[src/hdl/qsl_pkg.sv]
// Shared types and constants for the query string lexer.
// Used by qsl_core, qsl_rbuf, query_string_lexer and the testbench; depends on nothing.
`timescale 1ns / 1ps

package qsl_pkg;

    localparam int MAX_FIELD_LEN_DEF = 256;
    localparam int CHAR_W            = 16;
    localparam int TOK_W             = 5;
    localparam int ERR_W             = 3;
    // Output tdata: char_valid, out_char, token_end, token_type, error_code.
    localparam int RES_BITS          = 1 + CHAR_W + 1 + TOK_W + ERR_W;
    localparam int M_TDATA_W         = ((RES_BITS + 7) / 8) * 8;
    localparam int S_TDATA_W         = ((CHAR_W + 7) / 8) * 8;

    typedef enum logic [2:0] {
        MODE_IDLE,
        MODE_TERM,
        MODE_ESC,
        MODE_SLOP,
        MODE_QUOTE,
        MODE_RIN,
        MODE_REX,
        MODE_ERR
    } t_mode;

    typedef enum logic [TOK_W-1:0] {
        TOK_PLUS    = 5'd0,
        TOK_MINUS   = 5'd1,
        TOK_LPAREN  = 5'd2,
        TOK_RPAREN  = 5'd3,
        TOK_COLON   = 5'd4,
        TOK_NOT     = 5'd5,
        TOK_CARAT   = 5'd6,
        TOK_SLOP    = 5'd7,
        TOK_FUZZY   = 5'd8,
        TOK_QUOTED  = 5'd9,
        TOK_RANGEIN = 5'd10,
        TOK_RANGEEX = 5'd11,
        TOK_TERM    = 5'd12,
        TOK_NUMBER  = 5'd13,
        TOK_WILD    = 5'd14,
        TOK_PREFIX  = 5'd15,
        TOK_AND     = 5'd16,
        TOK_OR      = 5'd17,
        TOK_EOF     = 5'd18
    } t_tok;

    typedef enum logic [ERR_W-1:0] {
        ERR_NONE      = 3'd0,
        ERR_BAD_CHAR  = 3'd1,
        ERR_OPEN_RIN  = 3'd2,
        ERR_OPEN_REX  = 3'd3,
        ERR_OPEN_STR  = 3'd4,
        ERR_BAD_ESC   = 3'd5
    } t_err;

    typedef struct packed {
        logic              char_valid;
        logic [CHAR_W-1:0] out_char;
        logic              token_end;
        t_tok              token_type;
        t_err              error_code;
        logic              last_result;
    } t_result;

    typedef struct packed {
        logic       can_take;
        logic [1:0] count;
    } t_buf_status;

endpackage

[src/hdl/query_string_lexer.sv]
// Query string lexer: one character per transaction in, token text and types out.
// Accepted items are registered; their results go on through the result register.
// Throughput: one item per cycle while m_axis is ready and each gives at most one
// result; an item with two results holds the result register until both leave.
// Reset: synchronous, active low; lexer goes idle, both registers empty.
// Depends on qsl_pkg, qsl_core and qsl_rbuf.
`timescale 1ns / 1ps

module query_string_lexer #(
    parameter int MAX_FIELD_LEN = qsl_pkg::MAX_FIELD_LEN_DEF
) (
    input  logic                           i_clk,
    input  logic                           i_rst_n,
    input  logic                           s_axis_tvalid,
    output logic                           s_axis_tready,
    input  logic [qsl_pkg::S_TDATA_W-1:0]  s_axis_tdata,  // [15:0] char_code
    input  logic                           s_axis_tuser,  // [0] req_type
    output logic                           m_axis_tvalid,
    input  logic                           m_axis_tready,
    // [0] char_valid, [16:1] out_char, [17] token_end, [22:18] token_type,
    // [25:23] error_code, upper bits zero
    output logic [qsl_pkg::M_TDATA_W-1:0]  m_axis_tdata,
    output logic                           m_axis_tlast   // last_result
);

    logic                        r_in_valid;
    logic                        r_in_req;
    logic [qsl_pkg::CHAR_W-1:0]  r_in_char;
    logic                        w_adv;

    qsl_pkg::t_result            w_res0, w_res1, w_out;
    logic [1:0]                  w_count;
    qsl_pkg::t_mode              w_mode;
    qsl_pkg::t_buf_status        w_buf_st;

    assign w_adv         = r_in_valid && w_buf_st.can_take;
    assign s_axis_tready = !r_in_valid || w_adv;

    always_ff @(posedge i_clk) begin
        if (!i_rst_n) begin
            r_in_valid <= 1'b0;
        end else if (s_axis_tready) begin
            r_in_valid <= s_axis_tvalid;
        end
    end

    always_ff @(posedge i_clk) begin
        if (s_axis_tvalid && s_axis_tready) begin
            r_in_req  <= s_axis_tuser;
            r_in_char <= s_axis_tdata[qsl_pkg::CHAR_W-1:0];
        end
    end

    qsl_core #(
        .MAX_FIELD_LEN(MAX_FIELD_LEN)
    ) u_core (
        .i_clk   (i_clk),
        .i_rst_n (i_rst_n),
        .i_step  (w_adv),
        .i_req   (r_in_req),
        .i_char  (r_in_char),
        .o_res0  (w_res0),
        .o_res1  (w_res1),
        .o_count (w_count),
        .o_mode  (w_mode)
    );

    qsl_rbuf u_rbuf (
        .i_clk      (i_clk),
        .i_rst_n    (i_rst_n),
        .i_wr       (w_adv),
        .i_wr_count (w_count),
        .i_res0     (w_res0),
        .i_res1     (w_res1),
        .i_ready    (m_axis_tready),
        .o_valid    (m_axis_tvalid),
        .o_res      (w_out),
        .o_status   (w_buf_st)
    );

    assign m_axis_tdata = {{(qsl_pkg::M_TDATA_W - qsl_pkg::RES_BITS){1'b0}},
                           w_out.error_code, w_out.token_type, w_out.token_end,
                           w_out.out_char, w_out.char_valid};
    assign m_axis_tlast = w_out.last_result;

    a_buf_count_bound: assert property (@(posedge i_clk) disable iff (!i_rst_n)
        w_buf_st.count <= 2'd2)
        else $error("result register holds more than two results");

    a_end_item_resets: assert property (@(posedge i_clk) disable iff (!i_rst_n)
        (w_adv && r_in_req) |=> (w_mode == qsl_pkg::MODE_IDLE))
        else $error("lexer not idle after end of query");

    a_end_item_results: assert property (@(posedge i_clk) disable iff (!i_rst_n)
        (w_adv && r_in_req) |-> (w_count != 2'd0))
        else $error("end of query produced no result");

    a_output_after_step: assert property (@(posedge i_clk) disable iff (!i_rst_n)
        (w_adv && w_count != 2'd0) |=> m_axis_tvalid)
        else $error("results of a processed item are not presented");

endmodule

[src/hdl/qsl_core.sv]
// Lexer state registers and the single-pass step logic for one item.
// Produces up to two results per item. Depends on qsl_pkg.
`timescale 1ns / 1ps

module qsl_core #(
    parameter int MAX_FIELD_LEN = qsl_pkg::MAX_FIELD_LEN_DEF
) (
    input  logic                        i_clk,
    input  logic                        i_rst_n,
    input  logic                        i_step,
    input  logic                        i_req,
    input  logic [qsl_pkg::CHAR_W-1:0]  i_char,
    output qsl_pkg::t_result            o_res0,
    output qsl_pkg::t_result            o_res1,
    output logic [1:0]                  o_count,
    output qsl_pkg::t_mode              o_mode
);

    localparam int SLOP_W = $clog2(MAX_FIELD_LEN - 1);
    localparam logic [SLOP_W-1:0] SLOP_MAX = SLOP_W'(MAX_FIELD_LEN - 2);

    typedef struct packed {
        logic [1:0]                 star;
        logic                       quest;
        logic                       alpha;
        logic [qsl_pkg::CHAR_W-1:0] final_ch;
        logic [4:0]                 kt_live;
        logic [2:0]                 kt_len;
    } t_flags;

    localparam t_flags FLAGS_RESET = '{star: 2'd0, quest: 1'b0, alpha: 1'b0,
                                       final_ch: '0, kt_live: 5'h1F, kt_len: 3'd0};

    function automatic logic f_alpha(input logic [15:0] c);
        return (c >= 16'h0041 && c <= 16'h005A) || (c >= 16'h0061 && c <= 16'h007A);
    endfunction

    function automatic logic f_digit(input logic [15:0] c);
        return c >= 16'h0030 && c <= 16'h0039;
    endfunction

    function automatic logic f_space(input logic [15:0] c);
        return c == 16'h0020 || (c >= 16'h0009 && c <= 16'h000D);
    endfunction

    // Tab, newline, space and the operator characters end a term.
    function automatic logic f_term_end(input logic [15:0] c);
        return c inside {16'h000A, 16'h0009, 16'h0020, 16'h002B, 16'h002D, 16'h0021,
                         16'h0028, 16'h0029, 16'h003A, 16'h005E, 16'h005B, 16'h005D,
                         16'h007B, 16'h007D, 16'h007E, 16'h0022};
    endfunction

    function automatic logic f_escapable(input logic [15:0] c);
        return c inside {16'h005C, 16'h002B, 16'h002D, 16'h0021, 16'h0028, 16'h0029,
                         16'h003A, 16'h005E, 16'h005B, 16'h005D, 16'h007B, 16'h007D,
                         16'h0022, 16'h007E, 16'h002A};
    endfunction

    // Keyword candidates by bit: AND, OR, NOT, "&&", "||".
    function automatic t_flags f_feed(input t_flags f, input logic [15:0] c);
        t_flags     r;
        logic [15:0] up;
        logic [4:0]  m;
        r  = f;
        up = (c >= 16'h0061 && c <= 16'h007A) ? c - 16'd32 : c;
        case (f.kt_len)
            3'd0: m = {up == 16'h007C, up == 16'h0026, up == 16'h004E,
                       up == 16'h004F, up == 16'h0041};
            3'd1: m = {up == 16'h007C, up == 16'h0026, up == 16'h004F,
                       up == 16'h0052, up == 16'h004E};
            3'd2: m = {1'b0, 1'b0, up == 16'h0054, 1'b0, up == 16'h0044};
            default: m = 5'b0;
        endcase
        if (f.kt_len < 3'd4) begin
            r.kt_live = f.kt_live & m;
            r.kt_len  = f.kt_len + 3'd1;
        end else begin
            r.kt_live = 5'b0;
        end
        if (f_alpha(c)) begin
            r.alpha = 1'b1;
        end
        r.final_ch = c;
        return r;
    endfunction

    function automatic qsl_pkg::t_result f_echo(input logic [15:0] c);
        qsl_pkg::t_result r;
        r            = '0;
        r.char_valid = 1'b1;
        r.out_char   = c;
        return r;
    endfunction

    function automatic qsl_pkg::t_result f_close(input qsl_pkg::t_tok t);
        qsl_pkg::t_result r;
        r            = '0;
        r.token_end  = 1'b1;
        r.token_type = t;
        return r;
    endfunction

    function automatic qsl_pkg::t_result f_fail(input qsl_pkg::t_err e);
        qsl_pkg::t_result r;
        r            = '0;
        r.error_code = e;
        return r;
    endfunction

    qsl_pkg::t_mode    r_mode, n_mode;
    t_flags            r_fl, n_fl;
    logic [SLOP_W-1:0] r_slop, n_slop;

    qsl_pkg::t_tok     w_class;
    qsl_pkg::t_tok     w_slop_tok;
    logic              w_and, w_or, w_not;
    t_flags            w_feed;

    logic              st_emit;
    logic              st_term;
    qsl_pkg::t_result  st_res;
    qsl_pkg::t_mode    st_mode;
    t_flags            st_fl;

    qsl_pkg::t_result  w_res0, w_res1;
    logic [1:0]        w_count;

    // Term classification from the running flags.
    always_comb begin
        w_and = (r_fl.kt_live[0] && r_fl.kt_len == 3'd3) ||
                (r_fl.kt_live[3] && r_fl.kt_len == 3'd2);
        w_or  = (r_fl.kt_live[1] && r_fl.kt_len == 3'd2) ||
                (r_fl.kt_live[4] && r_fl.kt_len == 3'd2);
        w_not = r_fl.kt_live[2] && r_fl.kt_len == 3'd3;
        if (r_fl.quest) begin
            w_class = qsl_pkg::TOK_WILD;
        end else if (r_fl.star == 2'd1 && r_fl.final_ch == 16'h002A) begin
            w_class = qsl_pkg::TOK_PREFIX;
        end else if (r_fl.star != 2'd0) begin
            w_class = qsl_pkg::TOK_WILD;
        end else if (w_and) begin
            w_class = qsl_pkg::TOK_AND;
        end else if (w_or) begin
            w_class = qsl_pkg::TOK_OR;
        end else if (w_not) begin
            w_class = qsl_pkg::TOK_NOT;
        end else begin
            w_class = r_fl.alpha ? qsl_pkg::TOK_TERM : qsl_pkg::TOK_NUMBER;
        end
        w_slop_tok = (r_slop != '0) ? qsl_pkg::TOK_SLOP : qsl_pkg::TOK_FUZZY;
        w_feed     = f_feed(r_fl, i_char);
    end

    // Handling of a character that opens a token.
    always_comb begin
        st_emit = 1'b1;
        st_term = 1'b0;
        st_res  = f_echo(i_char);
        st_mode = qsl_pkg::MODE_IDLE;
        if (f_space(i_char)) begin
            st_emit = 1'b0;
        end else begin
            case (i_char)
                16'h002B: st_res = f_close(qsl_pkg::TOK_PLUS);
                16'h002D: st_res = f_close(qsl_pkg::TOK_MINUS);
                16'h0028: st_res = f_close(qsl_pkg::TOK_LPAREN);
                16'h0029: st_res = f_close(qsl_pkg::TOK_RPAREN);
                16'h003A: st_res = f_close(qsl_pkg::TOK_COLON);
                16'h0021: st_res = f_close(qsl_pkg::TOK_NOT);
                16'h005E: st_res = f_close(qsl_pkg::TOK_CARAT);
                16'h007E: st_mode = qsl_pkg::MODE_SLOP;
                16'h0022: st_mode = qsl_pkg::MODE_QUOTE;
                16'h005B: st_mode = qsl_pkg::MODE_RIN;
                16'h007B: st_mode = qsl_pkg::MODE_REX;
                16'h005D, 16'h007D, 16'h002A: begin
                    st_res  = f_fail(qsl_pkg::ERR_BAD_CHAR);
                    st_mode = qsl_pkg::MODE_ERR;
                end
                default: begin
                    st_term = 1'b1;
                    st_mode = (i_char == 16'h005C) ? qsl_pkg::MODE_ESC
                                                   : qsl_pkg::MODE_TERM;
                end
            endcase
        end
        // Operator characters carry the echo and the close in one result.
        if (st_res.token_end) begin
            st_res.char_valid = 1'b1;
            st_res.out_char   = i_char;
        end
        st_fl = r_fl;
        if (st_term) begin
            st_fl       = f_feed(FLAGS_RESET, i_char);
            st_fl.quest = (i_char == 16'h003F);
        end
    end

    always_comb begin
        n_mode  = r_mode;
        n_fl    = r_fl;
        n_slop  = r_slop;
        w_res0  = '0;
        w_res1  = '0;
        w_count = 2'd0;
        if (i_req) begin
            w_res1  = f_close(qsl_pkg::TOK_EOF);
            w_count = 2'd2;
            case (r_mode)
                qsl_pkg::MODE_TERM:  w_res0 = f_close(w_class);
                qsl_pkg::MODE_SLOP:  w_res0 = f_close(w_slop_tok);
                qsl_pkg::MODE_QUOTE: w_res0 = f_fail(qsl_pkg::ERR_OPEN_STR);
                qsl_pkg::MODE_RIN:   w_res0 = f_fail(qsl_pkg::ERR_OPEN_RIN);
                qsl_pkg::MODE_REX:   w_res0 = f_fail(qsl_pkg::ERR_OPEN_REX);
                qsl_pkg::MODE_ESC:   w_res0 = f_fail(qsl_pkg::ERR_BAD_ESC);
                default: begin
                    w_res0  = f_close(qsl_pkg::TOK_EOF);
                    w_count = 2'd1;
                end
            endcase
            n_mode = qsl_pkg::MODE_IDLE;
            n_fl   = FLAGS_RESET;
            n_slop = '0;
        end else begin
            case (r_mode)
                qsl_pkg::MODE_IDLE: begin
                    w_res0  = st_res;
                    w_count = {1'b0, st_emit};
                    n_mode  = st_mode;
                    n_fl    = st_fl;
                    n_slop  = '0;
                end
                qsl_pkg::MODE_TERM: begin
                    if (f_term_end(i_char)) begin
                        w_res0  = f_close(w_class);
                        w_res1  = st_res;
                        w_count = st_emit ? 2'd2 : 2'd1;
                        n_mode  = st_mode;
                        n_fl    = st_fl;
                        n_slop  = '0;
                    end else begin
                        n_fl = w_feed;
                        if (i_char == 16'h002A && r_fl.star != 2'd2) begin
                            n_fl.star = r_fl.star + 2'd1;
                        end
                        if (i_char == 16'h003F) begin
                            n_fl.quest = 1'b1;
                        end
                        if (i_char == 16'h005C) begin
                            n_mode = qsl_pkg::MODE_ESC;
                        end
                        w_res0  = f_echo(i_char);
                        w_count = 2'd1;
                    end
                end
                qsl_pkg::MODE_ESC: begin
                    w_count = 2'd1;
                    if (f_escapable(i_char)) begin
                        n_fl   = w_feed;
                        w_res0 = f_echo(i_char);
                        n_mode = qsl_pkg::MODE_TERM;
                    end else begin
                        w_res0 = f_fail(qsl_pkg::ERR_BAD_ESC);
                        n_mode = qsl_pkg::MODE_ERR;
                    end
                end
                qsl_pkg::MODE_SLOP: begin
                    if (f_digit(i_char) && r_slop < SLOP_MAX) begin
                        n_slop  = r_slop + SLOP_W'(1);
                        w_res0  = f_echo(i_char);
                        w_count = 2'd1;
                    end else begin
                        w_res0  = f_close(w_slop_tok);
                        w_res1  = st_res;
                        w_count = st_emit ? 2'd2 : 2'd1;
                        n_mode  = st_mode;
                        n_fl    = st_fl;
                        n_slop  = '0;
                    end
                end
                qsl_pkg::MODE_QUOTE, qsl_pkg::MODE_RIN, qsl_pkg::MODE_REX: begin
                    w_res0  = f_echo(i_char);
                    w_count = 2'd1;
                    if ((r_mode == qsl_pkg::MODE_QUOTE && i_char == 16'h0022) ||
                        (r_mode == qsl_pkg::MODE_RIN && i_char == 16'h005D) ||
                        (r_mode == qsl_pkg::MODE_REX && i_char == 16'h007D)) begin
                        w_res0.token_end  = 1'b1;
                        w_res0.token_type = (r_mode == qsl_pkg::MODE_QUOTE)
                                          ? qsl_pkg::TOK_QUOTED
                                          : ((r_mode == qsl_pkg::MODE_RIN)
                                             ? qsl_pkg::TOK_RANGEIN
                                             : qsl_pkg::TOK_RANGEEX);
                        n_mode = qsl_pkg::MODE_IDLE;
                    end
                end
                default: begin
                    // Error state: characters are dropped until the end item.
                end
            endcase
        end
        if (w_count == 2'd2) begin
            w_res1.last_result = 1'b1;
        end else begin
            w_res0.last_result = 1'b1;
        end
    end

    always_ff @(posedge i_clk) begin
        if (!i_rst_n) begin
            r_mode <= qsl_pkg::MODE_IDLE;
            r_fl   <= FLAGS_RESET;
            r_slop <= '0;
        end else if (i_step) begin
            r_mode <= n_mode;
            r_fl   <= n_fl;
            r_slop <= n_slop;
        end
    end

    assign o_res0  = w_res0;
    assign o_res1  = w_res1;
    assign o_count = w_count;
    assign o_mode  = r_mode;

endmodule

[src/hdl/qsl_rbuf.sv]
// Two-entry result register between the lexer step and the output stream.
// Holds every result of one item and hands them out in order. Depends on qsl_pkg.
`timescale 1ns / 1ps

module qsl_rbuf (
    input  logic                  i_clk,
    input  logic                  i_rst_n,
    input  logic                  i_wr,
    input  logic [1:0]            i_wr_count,
    input  qsl_pkg::t_result      i_res0,
    input  qsl_pkg::t_result      i_res1,
    input  logic                  i_ready,
    output logic                  o_valid,
    output qsl_pkg::t_result      o_res,
    output qsl_pkg::t_buf_status  o_status
);

    logic [1:0]       r_cnt;
    qsl_pkg::t_result r_e0, r_e1;
    logic             w_pop;

    assign o_valid          = (r_cnt != 2'd0);
    assign w_pop            = o_valid && i_ready;
    assign o_res            = r_e0;
    assign o_status.count   = r_cnt;
    // A new item may enter once the last waiting result leaves in this cycle.
    assign o_status.can_take = (r_cnt == 2'd0) || (r_cnt == 2'd1 && i_ready);

    always_ff @(posedge i_clk) begin
        if (!i_rst_n) begin
            r_cnt <= 2'd0;
        end else if (i_wr) begin
            r_cnt <= i_wr_count;
        end else if (w_pop) begin
            r_cnt <= r_cnt - 2'd1;
        end
    end

    always_ff @(posedge i_clk) begin
        if (i_wr) begin
            r_e0 <= i_res0;
            r_e1 <= i_res1;
        end else if (w_pop && r_cnt == 2'd2) begin
            r_e0 <= r_e1;
        end
    end

endmodule

[config.mk]
export PLATFORM = sky130hd
export DESIGN_NAME = query_string_lexer
export DESIGN_NICKNAME = d
export VERILOG_FILES = /design/src/hdl/qsl_pkg.sv /design/src/hdl/query_string_lexer.sv /design/src/hdl/qsl_core.sv /design/src/hdl/qsl_rbuf.sv
export SDC_FILE = /design/constraint.sdc
export NUM_CORES = 1
export LEC_CHECK = 0
export CAP_MARGIN = 15
export CORE_UTILIZATION = 32
export DETAILED_ROUTE_END_ITERATION = 6
export DONT_BUFFER_PORTS = 1
export GPL_ROUTABILITY_DRIVEN = 0
export GPL_TIMING_DRIVEN = 0
export PLACE_DENSITY = 0.55
export SYNTH_ARGS = -nofsm -noshare
export SYNTH_HDL_FRONTEND = slang
export SYNTH_HIERARCHICAL = 1
export SYNTH_SLANG_ARGS = --single-unit
export TNS_END_PERCENT = 5
[constraint.sdc]
create_clock -name i_clk -period 6.9 [get_ports i_clk]
set_input_delay 1.035 -clock i_clk [delete_from_list [all_inputs] [get_ports i_clk]]
set_output_delay 1.035 -clock i_clk [all_outputs]
set_load 0.02 [all_outputs]
==> flow_metrics.tcl <==
set metrics [dict create \
    fmax_ghz 0.277 \
    core_sq_um 20500 \
    die_w_microns 147 \
    fin_ws_ps 3290 \
    fin_cells 978 \
    cts_setup_buffers 0 \
    worst_path_max_delay_cell "edfxtp_1" \
    crit_path_max_incr_delay_ps 530 \
    skew_ps 8.51 \
    swShare_pct 28.8 \
    grt_start_max_net_pins 37 \
    worstMarginPinSlew_ps 885 \
    cp-end-kind "flip-flop" \
    leakagePower_nw 2.66 \
    path_buf_inv 1 \
    period_minus_slack_ps 3610 \
    io_buffer_count 0 \
    multi_input_area_sq_um 3460 \
    viasPerCell 5.71 \
    start_util_pct 33.0 \
    cts_root_buf "clkbuf_16" \
    criticalPathCategory "flip-flop to flip-flop" \
    fill_cells 2009 \
    diodes 0 \
    synthCells 668 \
    worstHoldStart "u_core/r_fl[16]$_SDFFE_PN0P_" \
    status "finished clean" \
    drtAntennaViolNets 0 \
    drc 0 \
    cts_resized 0 \
    dpl.hpwl_mm 13.9 \
    path_clk_slew_ps 60 \
    slew_headroom_pct 41.0 \
    synth_area_per_cell_sq_um 10.1 \
    ys_warn_count 6 \
    p_int_mw 1.47 \
    synthArstFlopShare_pct 0 \
    drive_gt1_share_pct 18.4 \
    crit_fanout 10 \
    regArea_sq_um 2970 \
    synth_edf_count 71 \
    cts_tree "yes" \
    p_seq_share_pct 41.8 \
    hold_viol 0 \
    p_sw_uw 597 \
    die_h_microns 147 \
    ys_types 95 \
    cts_sinks 113 \
    synth_top_flop_cell "edfxtp_1" \
    place_ws_ps 3200 \
    pwr-share-clk_pct 42.7 \
    holdPathStages 1 \
    worstSetupPathDepth 9 \
    grt_pass1_wl_mm 30.3 \
    nets 731 \
    maxCapViolations 0 \
    vias 5589 \
    arrival_ps 3780 \
    crit_family "simple AND/OR/NAND/NOR gates" \
    synth_seq_cells 113 \
    clock_latency_ps 430 \
    antenna_found_initial 0 \
    cts.path.max_buffers 2 \
    ir_worst_vdd_mv 0.114 \
    regToRegEndpoint "u_rbuf/o_res[22]$_DFFE_PP_" \
    fin_crit_sh_pct 52.3 \
    powerDensity_nw_per_um2 267 \
    cts_buffers 17 \
    first_pass_iters 6 \
    synth_seq_area_share_pct 44.0 \
    area_delta_synth_final_pct 14.6 \
    r2r_start "r_in_char[15]$_DFFE_PP_" \
    dp.cells 945 \
    pwr-share-comb_pct 15.5 \
    netlist_area_sq_um 6760 \
    num_rows 52 \
    cts_hold_buf 0 \
    maxSlewViolCount 0 \
    wire_per_inst_microns 19.3 \
    final_util_pct 37.8 \
    setup_violations 0 \
    crit_start "r_in_char[15]$_DFFE_PP_" \
    rsz0062_at_grt "no" \
    reg2reg_depth 9 \
    start_kind "flip-flop" \
    drt_iter0_drc 793 \
    dieArea_sq_um 21700 \
    ios 56 \
    htreeDepth 4 \
    grt_pass1_vias 5433 \
    finalPower_mw 2.07 \
    min_path_type "flip-flop to flip-flop" \
    grt_usage_pct 18.1 \
    min_to "u_core/r_fl[16]$_SDFFE_PN0P_" \
    tns_ps 0 \
    r2r_slack_ps 3290 \
    grt_overflow 0 \
    critical_path.cell_chain "nor4_2 > nand2_2 > o22ai_2 > or2_2 > nor2_2 > o41a_1 > buf_2 > and2_1 > mux2_2" \
    drt_wl_total_mm 18.9 \
    worstPathRequired_ps 7070 \
]
worst max-delay path by stage:
| stage | to | slack (ps) |
|---|---|---|
| 2_1_floorplan | u_core/r_fl[4]$_SDFFE_PN1P_ | 3850 |
| 3_3_place_gp | u_rbuf/o_res[18]$_DFFE_PP_ | 3280 |
| 3_5_place_dp | u_rbuf/o_res[22]$_DFFE_PP_ | 3200 |
| 4_1_cts | u_rbuf/o_res[22]$_DFFE_PP_ | 3300 |
| 5_1_grt | u_rbuf/o_res[22]$_DFFE_PP_ | 3110 |
| 6_report | u_rbuf/o_res[22]$_DFFE_PP_ | 3290 |
layout by cell type (no fill, tap or decap), types with 6 or more instances in the layout:
cell type,instances
a21oi_1,26
a22o_1,20
a31oi_1,6
and2_1,31
and3_1,8
buf_2,12
buf_4,12
clkbuf_1,19
clkbuf_16,17
conb_1,9
dfxtp_1,42
edfxtp_1,71
ha_1,15
inv_1,20
mux2_2,21
mux2_4,9
nand2_1,53
nand2b_1,10
nand3_1,17
nand4_1,9
nor2_1,48
nor2b_1,12
nor3_1,20
o211ai_1,10
o21ai_0,26
o22ai_1,6
o31ai_1,8
or4_1,7
area by class of cell:
class | instances | share of cell area, %
multi-input combinational | 494 | 44.6
clock inverter | 13 | 1.97
buffer | 47 | 3.54
inverter | 21 | 1.02
tap | 270 | 4.36
sequential | 113 | 38.4
timing repair buffer | 1 | 0.356
clock buffer | 19 | 5.72
cells in the mapped netlist (7+ instances only):
master / instances / area [sq um]
nand4_1: 9 / 56.3
nand2b_1: 10 / 62.6
mux2_4: 9 / 135
and2_1: 31 / 194
or4_1: 7 / 52.6
buf_2: 12 / 60.1
and3_1: 8 / 50.1
nor2b_1: 12 / 75.1
edfxtp_1: 71 / 2130
clkbuf_1: 18 / 67.6
buf_4: 12 / 90.1
o211ai_1: 10 / 75.1
o31ai_1: 8 / 60.1
dfxtp_1: 42 / 841
inv_1: 20 / 75.1
o21ai_0: 26 / 130
nor2_1: 48 / 180
nor3_1: 20 / 100
a22o_1: 20 / 175
ha_1: 15 / 188
mux2_2: 21 / 236
nand3_1: 17 / 85.1
nand2_1: 53 / 199
a21oi_1: 26 / 130
routing by layer:
layer | vias up | share of wire (%) | global-route usage (%)
li1 | 2564 | - | -
met1 | 2687 | 44 | 24.0
met5 | - | 0 | 0
met3 | 51 | 7.8 | 4.50
met4 | 0 | 3.0 | 8.35
met2 | 287 | 46 | 27.5
cells by family after synthesis:
logic type | Yosys count | synth area share [%]
buf+inv | 68 | 5.22
compound gates | 173 | 20.0
flops | 113 | 44.0
mux | 30 | 5.50
other cells | 2 | 0.111
xor+xnor | 3 | 0.389
fa+ha+maj | 15 | 2.78
simple gates | 264 | 22.0
flip-flops by register name, summed over array words and instances, names as in the netlist:
signal / count
u_core/r_fl: 28
u_rbuf/o_res: 27
u_rbuf/r_e1: 27
r_in_char: 16
u_core/r_slop: 8
u_core/o_mode: 3
u_rbuf/r_cnt: 2
r_in_req: 1
r_in_valid: 1
through the flow:
stage          hold WS, ps  cell area (sq um)
2_1_floorplan          441               6780
3_3_place_gp           454               7120
3_5_place_dp           460               7120
4_1_cts                480               7710
5_1_grt                501               7740
6_report               474               7740
power groups by stage:
| stage | clock (mW) | sequential, mW | combinational, mW |
|---|---|---|---|
| after floorplan | 0 | 0.865 | 0.240 |
| after global placement | 0 | 0.878 | 0.305 |
| after detailed placement | 0 | 0.881 | 0.311 |
| after CTS | 0.904 | 0.867 | 0.313 |
| after global routing | 0.925 | 0.873 | 0.349 |
| final | 0.883 | 0.865 | 0.321 |
No activity file was read; power rests on OpenSTA's default activity.
